[config.mk]
export PLATFORM = sky130hd
export DESIGN_NAME = uri_percent_codec_top
export DESIGN_NICKNAME = d
export VERILOG_FILES = /design/src/hw/rtl/upc_pkg.sv /design/src/hw/rtl/upc_step.sv /design/src/hw/rtl/uri_percent_codec_top.sv
export VERILOG_INCLUDE_DIRS = /design/src /design/src/hw/rtl
export SDC_FILE = /design/constraint.sdc
export NUM_CORES = 1
export LEC_CHECK = 0
export BUFFER_PORTS_ARGS = -buffer_cell sky130_fd_sc_hd__clkbuf_2
export CAP_MARGIN = 5
export CORE_ASPECT_RATIO = 0.5
export CORE_MARGIN = 5
export CORE_UTILIZATION = 60
export DETAILED_ROUTE_END_ITERATION = 12
export PLACE_DENSITY = 0.86
export SLEW_MARGIN = 20
export SYNTH_ARGS = -nofsm -noshare
export SYNTH_HDL_FRONTEND = slang
export SYNTH_HIERARCHICAL = 1
export SYNTH_SLANG_ARGS = --single-unit
export TNS_END_PERCENT = 30
[constraint.sdc]
create_clock -name clk -period 8.4 [get_ports clk]
set_input_delay 0.42 -clock clk [delete_from_list [all_inputs] [get_ports clk]]
set_output_delay 0.42 -clock clk [all_outputs]
set_load 0.01 [all_outputs]
[src/hw/rtl/assert_macros.svh]
// Assertion helpers for the percent codec RTL.
// Every check is sampled on the rising edge of clk and is off while rst_n is low.
`ifndef ASSERT_MACROS_SVH
`define ASSERT_MACROS_SVH

// Check that a property holds at every clock edge.
`define UPC_ASSERT(name, prop, msg) \
    name: assert property (@(posedge clk) disable iff (!rst_n) (prop)) else $error(msg);

// Check that when ante holds, cons holds at the next clock edge.
`define UPC_ASSERT_NEXT(name, ante, cons, msg) \
    name: assert property (@(posedge clk) disable iff (!rst_n) (ante) |=> (cons)) \
        else $error(msg);

`endif

[src/hw/rtl/upc_pkg.sv]
`default_nettype none
// ----------------------------------------------------------------------------
// upc_pkg
// Types, character constants and helper functions for the URI percent codec.
// ----------------------------------------------------------------------------
package upc_pkg;

    localparam logic [7:0] PCT_CHAR = 8'h25;

    // Escape scan phase
    localparam logic [1:0] PH_IDLE   = 2'd0;  // no escape pending
    localparam logic [1:0] PH_PCT    = 2'd1;  // '%' held
    localparam logic [1:0] PH_DIGIT  = 2'd2;  // '%' and one hex digit held
    localparam logic [1:0] PH_UNUSED = 2'd3;  // never held

    localparam int MAX_RES = 3;

    // One queued result byte
    typedef struct packed {
        logic [7:0] data;
        logic       last;
    } upc_entry_t;

    // Results of one input byte and the escape state it leaves
    typedef struct packed {
        logic [1:0]         count;
        logic [2:0][7:0]    res;
        logic [1:0]         phase;
        logic [7:0]         held;
    } upc_step_t;

    function automatic logic is_hex(input logic [7:0] c);
        is_hex = (c >= 8'h30 && c <= 8'h39) || (c >= 8'h41 && c <= 8'h46) ||
                 (c >= 8'h61 && c <= 8'h66);
    endfunction

    // Nibble value of a hex digit character; zero for anything else
    function automatic logic [3:0] hex_nib(input logic [7:0] c);
        logic [7:0] v;
        v = 8'h00;
        if (c >= 8'h30 && c <= 8'h39)
            v = c - 8'h30;
        else if (c >= 8'h41 && c <= 8'h46)
            v = c - 8'h37;
        else if (c >= 8'h61 && c <= 8'h66)
            v = c - 8'h57;
        hex_nib = v[3:0];
    endfunction

    // Upper-case hex digit character of a nibble
    function automatic logic [7:0] hex_char(input logic [3:0] n);
        if (n < 4'd10)
            hex_char = 8'h30 + {4'h0, n};
        else
            hex_char = 8'h37 + {4'h0, n};
    endfunction

    function automatic logic is_safe(input logic [7:0] c);
        is_safe = (c >= 8'h30 && c <= 8'h39) || (c >= 8'h41 && c <= 8'h5A) ||
                  (c >= 8'h61 && c <= 8'h7A);
    endfunction

endpackage
`default_nettype wire

[src/hw/rtl/upc_step.sv]
`default_nettype none
// ----------------------------------------------------------------------------
// upc_step
// Combinational conversion of one input byte: results and next escape state.
// ----------------------------------------------------------------------------
module upc_step (
    input  wire logic              encode,
    input  wire logic [1:0]        phase,
    input  wire logic [7:0]        held,
    input  wire logic [7:0]        data_byte,
    input  wire logic              is_last,
    output upc_pkg::upc_step_t     step
);
    import upc_pkg::*;

    logic [2:0][7:0] q;
    logic [1:0]      cnt;
    logic [1:0]      ph;
    logic [7:0]      hd;

    always_comb
    begin
        q   = '0;
        cnt = 2'd0;
        ph  = phase;
        hd  = held;

        if (encode)
        begin
            if (is_safe(data_byte))
            begin
                q[0] = data_byte;
                cnt  = 2'd1;
            end
            else
            begin
                q[0] = PCT_CHAR;
                q[1] = hex_char(data_byte[7:4]);
                q[2] = hex_char(data_byte[3:0]);
                cnt  = 2'd3;
            end
            ph = PH_IDLE;
        end
        else
        begin
            case (phase)
                PH_PCT:
                begin
                    if (is_hex(data_byte))
                    begin
                        hd = data_byte;
                        ph = PH_DIGIT;
                    end
                    else
                    begin
                        // malformed escape: release the '%', rescan this byte
                        q[0] = PCT_CHAR;
                        cnt  = 2'd1;
                        if (data_byte == PCT_CHAR)
                            ph = PH_PCT;
                        else
                        begin
                            q[1] = data_byte;
                            cnt  = 2'd2;
                            ph   = PH_IDLE;
                        end
                    end
                end
                PH_DIGIT:
                begin
                    if (is_hex(data_byte))
                    begin
                        q[0] = {hex_nib(held), hex_nib(data_byte)};
                        cnt  = 2'd1;
                        ph   = PH_IDLE;
                    end
                    else
                    begin
                        q[0] = PCT_CHAR;
                        q[1] = held;
                        cnt  = 2'd2;
                        if (data_byte == PCT_CHAR)
                            ph = PH_PCT;
                        else
                        begin
                            q[2] = data_byte;
                            cnt  = 2'd3;
                            ph   = PH_IDLE;
                        end
                    end
                end
                default:
                begin
                    if (data_byte == PCT_CHAR)
                        ph = PH_PCT;
                    else
                    begin
                        q[0] = data_byte;
                        cnt  = 2'd1;
                        ph   = PH_IDLE;
                    end
                end
            endcase

            // flush whatever escape is still held at end of string
            if (is_last)
            begin
                if (ph == PH_PCT)
                begin
                    q[cnt] = PCT_CHAR;
                    cnt    = cnt + 2'd1;
                end
                else if (ph == PH_DIGIT)
                begin
                    q[cnt] = PCT_CHAR;
                    cnt    = cnt + 2'd1;
                    q[cnt] = hd;
                    cnt    = cnt + 2'd1;
                end
                ph = PH_IDLE;
            end
        end

        step.count = cnt;
        step.res   = q;
        step.phase = ph;
        step.held  = hd;
    end

endmodule
`default_nettype wire

[src/hw/rtl/uri_percent_codec_top.sv]
`default_nettype none
`include "assert_macros.svh"
// ----------------------------------------------------------------------------
// uri_percent_codec_top
// Streaming URI percent encoder/decoder with a four-entry result queue.
// ----------------------------------------------------------------------------
// Results: the result bytes of an input transfer are registered in the queue before they are offered.
// Throughput: one input byte per cycle while each yields at most one result
//   and res_ready stays high; results leave through a one-byte result port,
//   and the queue stops input while more than one byte waits.
// Reset: direction returns to decode, escape state and result queue clear.
module uri_percent_codec_top (
    input  wire logic       clk,
    input  wire logic       rst_n,
    input  wire logic       cfg_write,
    input  wire logic       cfg_data,
    input  wire logic       src_valid,
    output logic            src_ready,
    input  wire logic [7:0] data_byte,
    input  wire logic       is_last,
    output logic            res_valid,
    input  wire logic       res_ready,
    output logic [7:0]      out_byte,
    output logic            out_last
);
    import upc_pkg::*;

    localparam int QDEPTH = 4;

    logic             dir_reg;
    logic [1:0]       phase_reg;
    logic [7:0]       held_reg;
    upc_entry_t       fifo_reg [QDEPTH];
    logic [1:0]       wr_ptr_reg;
    logic [1:0]       rd_ptr_reg;
    logic [2:0]       count_reg;
    logic [2:0]       count_next;

    upc_step_t        step;
    logic             accept;
    logic             last_xfer;
    logic             pop;
    logic [1:0]       push_n;

    upc_step u_step (
        .encode    (dir_reg),
        .phase     (phase_reg),
        .held      (held_reg),
        .data_byte (data_byte),
        .is_last   (is_last),
        .step      (step)
    );

    // room for a full three-byte expansion whenever at most one byte waits
    assign src_ready  = (count_reg <= 3'd1);
    assign accept     = src_valid && src_ready;
    assign last_xfer  = accept && is_last;
    assign res_valid  = (count_reg != 3'd0);
    assign pop        = res_valid && res_ready;
    assign push_n     = accept ? step.count : 2'd0;
    assign count_next = count_reg + {1'b0, push_n} - {2'b00, pop};

    assign out_byte = fifo_reg[rd_ptr_reg].data;
    assign out_last = fifo_reg[rd_ptr_reg].last;

    always_ff @(posedge clk or negedge rst_n)
    begin
        if (!rst_n)
        begin
            dir_reg    <= 1'b0;
            phase_reg  <= PH_IDLE;
            held_reg   <= 8'h00;
            wr_ptr_reg <= 2'd0;
            rd_ptr_reg <= 2'd0;
            count_reg  <= 3'd0;
        end
        else
        begin
            if (cfg_write)
            begin
                // direction change drops any pending escape
                dir_reg   <= cfg_data;
                phase_reg <= PH_IDLE;
                held_reg  <= 8'h00;
            end
            else if (accept)
            begin
                phase_reg <= step.phase;
                held_reg  <= step.held;
            end
            wr_ptr_reg <= wr_ptr_reg + push_n;
            if (pop)
                rd_ptr_reg <= rd_ptr_reg + 2'd1;
            count_reg <= count_next;
        end
    end

    always_ff @(posedge clk)
    begin
        for (int i = 0; i < MAX_RES; i++)
        begin
            if (2'(i) < push_n)
            begin
                fifo_reg[wr_ptr_reg + 2'(i)].data <= step.res[i];
                fifo_reg[wr_ptr_reg + 2'(i)].last <= is_last && (2'(i) == push_n - 2'd1);
            end
        end
    end

    `UPC_ASSERT(a_count_max, count_reg <= 3'(QDEPTH), "result queue overfilled")
    `UPC_ASSERT(a_phase_valid, phase_reg != PH_UNUSED, "escape phase holds unused code")
    `UPC_ASSERT(a_last_yields, !last_xfer || step.count != 2'd0, "end of string gave no result")
    `UPC_ASSERT_NEXT(a_last_clears, last_xfer && !cfg_write, phase_reg == PH_IDLE, "escape open")
    `UPC_ASSERT_NEXT(a_count_track, 1'b1, count_reg == $past(count_next), "queue count slipped")

endmodule
`default_nettype wire

==> results of run 1 <==
layout by cell type, fill, tap and decap left out, types with 5 or more instances in the layout:
cell / count
sky130_fd_sc_hd__a21o_1: 7
sky130_fd_sc_hd__a21oi_1: 27
sky130_fd_sc_hd__a221o_1: 5
sky130_fd_sc_hd__a22oi_1: 8
sky130_fd_sc_hd__a31oi_1: 35
sky130_fd_sc_hd__buf_4: 6
sky130_fd_sc_hd__clkbuf_16: 5
sky130_fd_sc_hd__clkbuf_2: 25
sky130_fd_sc_hd__dfrtp_1: 18
sky130_fd_sc_hd__edfxtp_1: 36
sky130_fd_sc_hd__ha_1: 23
sky130_fd_sc_hd__inv_1: 21
sky130_fd_sc_hd__mux2i_1: 18
sky130_fd_sc_hd__mux4_2: 9
sky130_fd_sc_hd__nand2_1: 34
sky130_fd_sc_hd__nand2b_1: 6
sky130_fd_sc_hd__nand3_1: 24
sky130_fd_sc_hd__nand4_1: 10
sky130_fd_sc_hd__nand4b_1: 8
sky130_fd_sc_hd__nor2_1: 33
sky130_fd_sc_hd__nor2b_1: 8
sky130_fd_sc_hd__nor3_1: 45
sky130_fd_sc_hd__o21ai_0: 58
sky130_fd_sc_hd__or3_1: 5
sky130_fd_sc_hd__xnor2_1: 5
metal layers:
layer | share of wire (%) | vias to the layer above | GRT usage (%)
met5 | 0 | - | 0
met4 | 2.5 | 0 | 6.861
met3 | 11 | 44 | 4.910
met2 | 43 | 357 | 39.05
met1 | 44 | 2408 | 40.91
li1 | - | 2311 | -
synth_stat cells (5+ instances only):
library cell / instances / area, um2
sky130_fd_sc_hd__o21ai_0: 58 / 290.3
sky130_fd_sc_hd__nor3_1: 45 / 225.2
sky130_fd_sc_hd__edfxtp_1: 36 / 1081
sky130_fd_sc_hd__a31oi_1: 35 / 219.0
sky130_fd_sc_hd__nand2_1: 34 / 127.6
sky130_fd_sc_hd__nor2_1: 33 / 123.9
sky130_fd_sc_hd__a21oi_1: 27 / 135.1
sky130_fd_sc_hd__clkbuf_1: 27 / 101.4
sky130_fd_sc_hd__nand3_1: 24 / 120.1
sky130_fd_sc_hd__ha_1: 23 / 287.8
sky130_fd_sc_hd__inv_1: 21 / 78.83
sky130_fd_sc_hd__dfrtp_1: 18 / 450.4
sky130_fd_sc_hd__mux2i_1: 18 / 180.2
sky130_fd_sc_hd__buf_6: 14 / 157.7
sky130_fd_sc_hd__buf_2: 12 / 60.06
sky130_fd_sc_hd__nand4_1: 10 / 62.56
sky130_fd_sc_hd__mux4_2: 9 / 202.7
sky130_fd_sc_hd__a22oi_1: 8 / 60.06
sky130_fd_sc_hd__nand4b_1: 8 / 70.07
sky130_fd_sc_hd__nor2b_1: 8 / 50.05
sky130_fd_sc_hd__a21o_1: 7 / 52.55
sky130_fd_sc_hd__nand2b_1: 6 / 37.54
sky130_fd_sc_hd__a221o_1: 5 / 50.05
sky130_fd_sc_hd__or3_1: 5 / 31.28
sky130_fd_sc_hd__xnor2_1: 5 / 43.79
power groups by stage:
stage | Clock, mW | Sequential (mW) | Combinational (mW)
final | 0.202 | 0.431 | 0.426
after global routing | 0.217 | 0.442 | 0.462
after CTS | 0.203 | 0.429 | 0.421
after detailed placement | 0 | 0.434 | 0.417
after global placement | 0 | 0.427 | 0.402
after floorplan | 0 | 0.355 | 0.406
cell type report:
cell class	count	area, um2	area share (%)
clock buffer	5	125.1	2.288
clock inverter	2	15.01	0.2746
inverter	22	82.58	1.510
multi-input combinational	478	3397	62.13
sequential	54	1531	28.01
tap	117	146.4	2.677
timing repair buffer	31	170.2	3.112
cells by family (layout without fill, tap and decap cells):
group	count (synthesis)	count (layout)	share of synthesized area, %
mux	30	30	7.789
compound gates	197	197	25.03
flops	54	54	28.63
fa+ha+maj	25	25	5.965
simple gates	219	219	23.37
buf+inv	80	60	8.070
xor+xnor	7	7	1.146
per-stage QoR:
step / util (%) / total power [mW] / instances / hold slack (ns) / cell area (um2)
after floorplan: - / 0.7604 / 612 / 0.1244 / 5349
after global placement: 61.05 / 0.8294 / 702 / 0.3874 / 5316
after detailed placement: 61.11 / 0.8512 / 702 / 0.3994 / 5321
after CTS: 62.72 / 1.053 / 709 / 0.08487 / 5461
after global routing: 62.79 / 1.121 / 709 / 0.1205 / 5468
final: 62.79 / 1.060 / 709 / 0.06554 / 5468
worst reg2reg max path, stage by stage, from the launching register on:
cell and delay (ns):
sky130_fd_sc_hd__dfrtp_1 0.39, sky130_fd_sc_hd__inv_1 0.07, sky130_fd_sc_hd__ha_1 0.61, sky130_fd_sc_hd__clkinv_1 0.44, sky130_fd_sc_hd__a21o_1 0.27, sky130_fd_sc_hd__a21oi_1 0.43
sky130_fd_sc_hd__ha_1 0.31, sky130_fd_sc_hd__nor2_1 0.06, sky130_fd_sc_hd__o2bb2ai_1 0.12, sky130_fd_sc_hd__and3_1 0.19, sky130_fd_sc_hd__nor3_1 0.24, sky130_fd_sc_hd__buf_4 0.25
sky130_fd_sc_hd__nand4bb_4 0.59, sky130_fd_sc_hd__or2_1 0.57, sky130_fd_sc_hd__a31oi_1 0.28
worst min-delay path by stage:
| stage | to | from | slack (ns) | cells past startpoint |
|---|---|---|---|---|
| after floorplan | count_reg[0] | rst_n | 0.12 | 0 |
| after global placement | rd_ptr_reg[0] | rst_n | 0.39 | 1 |
| after detailed placement | rd_ptr_reg[1] | rst_n | 0.40 | 1 |
| after CTS | rd_ptr_reg[1] | rst_n | 0.08 | 1 |
| after global routing | count_reg[0] | rst_n | 0.12 | 1 |
| final | rd_ptr_reg[0] | rst_n | 0.07 | 1 |
==> impl_results.md, run 1 <==
* Status: completed
* Number of gates resized after cts at 0
* Synthesized area divided by synthesized cell count at 8.740 um2
* Fraction of power consumed by the clock network at 19.0%
* Last element of the critical path: fifo_reg[1][6]
* Die height at 76.77 um
* FF-to-FF path depth at 14
* Setup Total Neg Slack at 0 ns
* Number of port buffers at 25
* Slew at the pin closest to its max-slew limit at 1.130 ns
* RR Endpoint: fifo_reg[1][6]
* Starting density of the core at 61.42%
* Unique masters post-synth at 83
* Share of power burned in combinational logic at 40.2%
* Max reg flops at 36
* Time the worst path needs with I/O delays and setup at 5.586 ns
* Max Transition Viols Final at 0
* Sequential share of power at 40.7%
* Wire length of the first global-routing pass at 23870 um
* Layout fillers at 728
* CTS Buf Count at 5
* Crit path largest cell delay at 0.59 ns
* Most instantiated flip-flop cell in the synthesis netlist: sky130_fd_sc_hd__edfxtp_1
* Post-detailed-route count of antenna-violating nets at 0
* Class of the most critical setup path: input pin to flop
* Proportion of synthesized chip area in sequential cells at 28.63%
* Die width at 143.5 um
* Number of logic stages on the critical path including buffering at 18
* Cell Area, Synth at 5349 um2
* Total of hold buffers inserted after clock tree synthesis at 0
* Largest net degree at the start of global routing at 60
* Clock sink total at 54
* Clock H-tree levels at 2
* Share of synthesized flip-flops with an asynchronous set or reset at 33.33%
* Setup repair after global routing missed its margin: no
* Internal power consumption at 627.6 uW
* WP data required at 8.51 ns
* Last weighted congestion value of the routability-driven placer at 0.9691
* WP data arrival at 5.70 ns
* Beginning of the critical path: data_byte[1]
* Clk Latency, worst-skew pair at 0.30 ns
* Fraction of final layout cells with drive strength greater than 1 at 12.50%
* Iteration-0 DRC Markers at 928
* I/O pins at 26
* Sw Share at 40.78%
* Number of violations of the max-capacitance limit at 0
* DRC Markers at 0
* Worst IR drop on VDD at 0.0001315 V
* Most frequent cell on the critical path: sky130_fd_sc_hd__ha_1
* R2R setup slack at 3.39 ns
* Clock transition time at the flip-flop clock pins of the worst setup and hold paths at 0.07 ns
* Part of the cycle the worst path needs at 66.49%
* Place WS at 2.544 ns
* Maximum clock frequency at 179.0 MHz
* Critical R2R Launch: phase_reg[0]
* Number of nets in the finished design at 631
* Placeable core region at 8708 um2
* Crit Path Max Fanout at 59
* Post-CTS setup-driven buffer insertion count at 0
* Buffers & Inverters on Critical Path at 3
* Net switching power at 432.1 uW
* Total number of vias at 5120
* GR Overflow Total at 0
* Static leakage at 1.917 nW
* Number of synthesized flops with an enable pin at 36
* Total setup violations reported at the end of the flow at 0
* Worst clock skew at 0.003402 ns
* Yosys warns at 6
* Count of endpoints failing hold in the final timing report at 0
* Via count of the first global-routing pass at 4303
* Number of antenna diodes at 0
* Number of antenna violations at the first check in global routing at 0
* Max-Slew Margin vs Limit at 24.67%
* Detailed placement HPWL at 10930 um
* Slowest cell on the critical path: sky130_fd_sc_hd__nand4bb_4
* Overall global routing resource usage at 26.85%
* Category of cells accounting for the largest share of critical-path delay: simple AND/OR/NAND/NOR gates
* Detailed-routing iteration count for the pre-antenna-repair pass at 7
* Number of instances in the synthesized netlist at 612
* Post-Synthesis Net Count at 651
* Power per standard cell area at 193.8 nW/um2
* Path class of the lowest-slack min-delay path: input pin to asynchronous set/reset pin
* WL final at 14900 um
* CTS Root Buffer Type: sky130_fd_sc_hd__clkbuf_16
* Crit-path cells: clkbuf_2 > inv_1 > ha_1 > or4b_1 > a311o_1 > o21ai_0 > nand3_1 > a21o_1 > a21oi_1 > ha_1 > nor2_1 > o2bb2ai_1 > and3_1 > nor3_1 > buf_4 > nand4bb_4 > or2_1 > a31oi_1
* #FFs+latches synth at 54
* Via density at 7.221
* Die footprint at 11020 um2
* Area growth, synth to finish at 2.222%
* Core Rows at 24
* Final Worst Setup Slack at 2.814 ns
* Element type at the critical path start: input pin
* CTS tree: done
* Element type at the critical path end: flop
* Wire length per cell after detailed routing at 21.01 um
* CTS Buffer Depth at 2
(Power assumes the default switching activity.)
==> run 2: changes to the inputs <==
--- a/config.mk
+++ b/config.mk
@@ -10,7 +10,7 @@
 export CAP_MARGIN = 5
 export CORE_ASPECT_RATIO = 0.5
 export CORE_MARGIN = 5
-export CORE_UTILIZATION = 60
+export CORE_UTILIZATION = 57
 export DETAILED_ROUTE_END_ITERATION = 12
 export PLACE_DENSITY = 0.86
 export SLEW_MARGIN = 20
==> constraint.sdc (replaced) <==
create_clock -name clk -period 4.6 [get_ports clk]
set_input_delay 0.23 -clock clk [delete_from_list [all_inputs] [get_ports clk]]
set_output_delay 0.23 -clock clk [all_outputs]
set_load 0.01 [all_outputs]
==> run 2 against run 1 <==
  * Die area is 4.7% higher
  * Total power is 93% higher
  * Final area is 4.9% higher
  * Worst setup slack worse by 2.4 ns
  * Combinational power is 120% higher
  * Critical path depth stayed put
  * Sequential cell count stayed put
  * Global-route usage is 1.6 points higher
  * First-iteration DRC count is 19% higher
  * Utilization is 1.1 points lower
  * Largest power group is now combinational logic
  * Final cell count is 4.5% higher
==> impl_results.md, run 2 (synthesis results as in run 1) <==
* Part of the cycle the worst path needs at 91.75%
* RR Endpoint: fifo_reg[1][6]
* Max reg flops at 36
* FF-to-FF path depth at 14
* Net switching power at 858.2 uW
* Core Rows at 25
* Number of antenna diodes at 0
* Time the worst path needs with I/O delays and setup at 4.220 ns
* Slew at the pin closest to its max-slew limit at 0.9994 ns
* Post-CTS setup-driven buffer insertion count at 0
* Clock H-tree levels at 2
* Number of antenna violations at the first check in global routing at 0
* WP data required at 4.69 ns
* Post-Route Hold Slack at 0.1585 ns
* Critical R2R Launch: phase_reg[0]
* Worst IR drop on VDD at 0.0002248 V
* Maximum clock frequency at 236.9 MHz
* CTS Root Buffer Type: sky130_fd_sc_hd__clkbuf_16
* GR Overflow Total at 0
* Worst clock skew at 0.01237 ns
* Iteration-0 DRC Markers at 1107
* WP data arrival at 4.31 ns
* Class of the most critical setup path: input pin to flop
* Die width at 147.0 um
* Total number of vias at 5288
* Starting density of the core at 57.58%
* Sw Share at 41.99%
* Cell count after placement at 732
* Setup repair after global routing missed its margin: no
* Placeable core region at 9290 um2
* Max Transition Viols Final at 0
* Clock sink total at 54
* Wire length of the first global-routing pass at 26620 um
* CTS Buf Count at 5
* Fraction of power consumed by the clock network at 19.3%
* Layout fillers at 790
* Die footprint at 11540 um2
* Detailed placement HPWL at 11710 um
* Largest net degree at the start of global routing at 49
* WL final at 16250 um
* I/O pins at 26
* Static leakage at 2.073 nW
* Combined area of the multi-input logic cells at 3426 um2
* Wire length per cell after detailed routing at 21.93 um
* Non-filler cells, final at 741
* Most common cell after layout, fill and taps aside: sky130_fd_sc_hd__o21ai_0
* Clk Latency, worst-skew pair at 0.30 ns
* Number of port buffers at 25
* Clock transition time at the flip-flop clock pins of the worst setup and hold paths at 0.07 ns
* CTS tree: done
* Most frequent cells in the layout: 57 x sky130_fd_sc_hd__o21ai_0, 43 x sky130_fd_sc_hd__nor3_1, 36 x sky130_fd_sc_hd__edfxtp_1, 35 x sky130_fd_sc_hd__a31oi_1, 34 x sky130_fd_sc_hd__nand2_1
* Total setup violations reported at the end of the flow at 0
* Via density at 7.136
* Max-Slew Margin vs Limit at 31.65%
* Sequential Area at 1531 um2
* R2R setup slack at 0.83 ns
* Path class of the lowest-slack min-delay path: input pin to flop
* Post-detailed-route count of antenna-violating nets at 0
* Final Util at 61.71%
* Number of violations of the max-capacitance limit at 0
* Status: completed
* Area growth, synth to finish at 7.181%
* Last weighted congestion value of the routability-driven placer at 1.003
* CTS Buffer Depth at 2
* DRC Markers at 0
* Last element of the critical path: fifo_reg[1][6]
* Element type at the critical path end: flop
* Power per standard cell area at 356.5 nW/um2
* Internal power consumption at 1.186 mW
* Sequential share of power at 34.4%
* Share of power burned in combinational logic at 46.3%
* Beginning of the critical path: data_byte[1]
* Setup Total Neg Slack at 0 ns
* Fraction of final layout cells with drive strength greater than 1 at 16.77%
* Die height at 78.50 um
* Detailed-routing iteration count for the pre-antenna-repair pass at 6
* Overall global routing resource usage at 28.43%
* Via count of the first global-routing pass at 4938
* Element type at the critical path start: input pin
* Count of endpoints failing hold in the final timing report at 0
* Crit Path Max Fanout at 13
* Number of nets in the finished design at 658
run 2: changes by cell type in the layout (fill, tap and decap cells not counted), moves of 2 or more:
cell / before / now
sky130_fd_sc_hd__clkinv_4: 0 / 2
sky130_fd_sc_hd__buf_4: 6 / 31
sky130_fd_sc_hd__nor3_1: 45 / 43
sky130_fd_sc_hd__clkinvlp_4: 2 / 0
run 2: worst min path at each step:
stage,startpoint,to,slack (ns),depth (start not counted)
floorplan,rst_n,count_reg[0],-0.07,0
detailed placement,rst_n,count_reg[0],0.21,1
global placement,rst_n,count_reg[1],0.19,1
CTS,cfg_data,dir_reg,0.16,2
global route,cfg_data,dir_reg,0.18,2
finish,cfg_data,dir_reg,0.16,2
run 2: worst max-delay path: stages:
cell and delay, ns:
sky130_fd_sc_hd__clkbuf_2 0.09, sky130_fd_sc_hd__inv_1 0.06, sky130_fd_sc_hd__ha_1 0.18, sky130_fd_sc_hd__or4b_1 0.47
sky130_fd_sc_hd__a311o_1 0.40, sky130_fd_sc_hd__o21ai_0 0.16, sky130_fd_sc_hd__nand3_2 0.22, sky130_fd_sc_hd__a21o_1 0.22
sky130_fd_sc_hd__a21oi_1 0.25, sky130_fd_sc_hd__ha_1 0.28, sky130_fd_sc_hd__nor2_1 0.06, sky130_fd_sc_hd__o2bb2ai_1 0.11
sky130_fd_sc_hd__and3_1 0.21, sky130_fd_sc_hd__nor3_2 0.16, sky130_fd_sc_hd__buf_4 0.22, sky130_fd_sc_hd__nand4bb_4 0.21
sky130_fd_sc_hd__or2_1 0.43, sky130_fd_sc_hd__a31oi_1 0.34
run 2: timing repair:
action,in CTS,in global routing
setup endpoints to repair,0,14
resized for setup,0,3
endpoints found under the hold margin,18,0
hold buffers,1,0
run 2: final cells by class:
class                   instances  share of cell area, %
multi-input cells             478                  59.76
flip-flops and latches         54                  26.71
repair buffers                 58                  6.766
well taps                     121                  2.641
clock buffers                   5                  2.182
inverters                      22                  1.440
clock inverters                 3                 0.5020
run 2: power groups by stage:
stage | combinational (mW) | clock [mW] | sequential [mW]
finish | 0.946 | 0.395 | 0.703
global route | 1.02 | 0.419 | 0.718
CTS | 0.917 | 0.396 | 0.704
detailed placement | 0.911 | 0 | 0.714
global placement | 0.892 | 0 | 0.708
floorplan | 0.758 | 0 | 0.647
run 2: per-stage QoR:
| stage | power [mW] | worst slack [ns] | instance area (um2) |
|---|---|---|---|
| 2_1_floorplan | 1.405 | 0.08804 | 5379 |
| 3_5_place_dp | 1.625 | -0.004085 | 5559 |
| 4_1_cts | 2.017 | 0.3031 | 5723 |
| 5_1_grt | 2.152 | 0.05683 | 5733 |
| 3_3_place_gp | 1.599 | 0.1905 | 5559 |
| 6_report | 2.044 | 0.3797 | 5733 |
run 2: metal layers:
layer / global-route usage, % / vias up / routed length, um
met2: 44.38 / 439 / 6857
met4: 8.178 / 0 / 611
met5: 0 / - / 0
li1: - / 2364 / -
met1: 40.27 / 2411 / 6624
met3: 5.709 / 74 / 2158
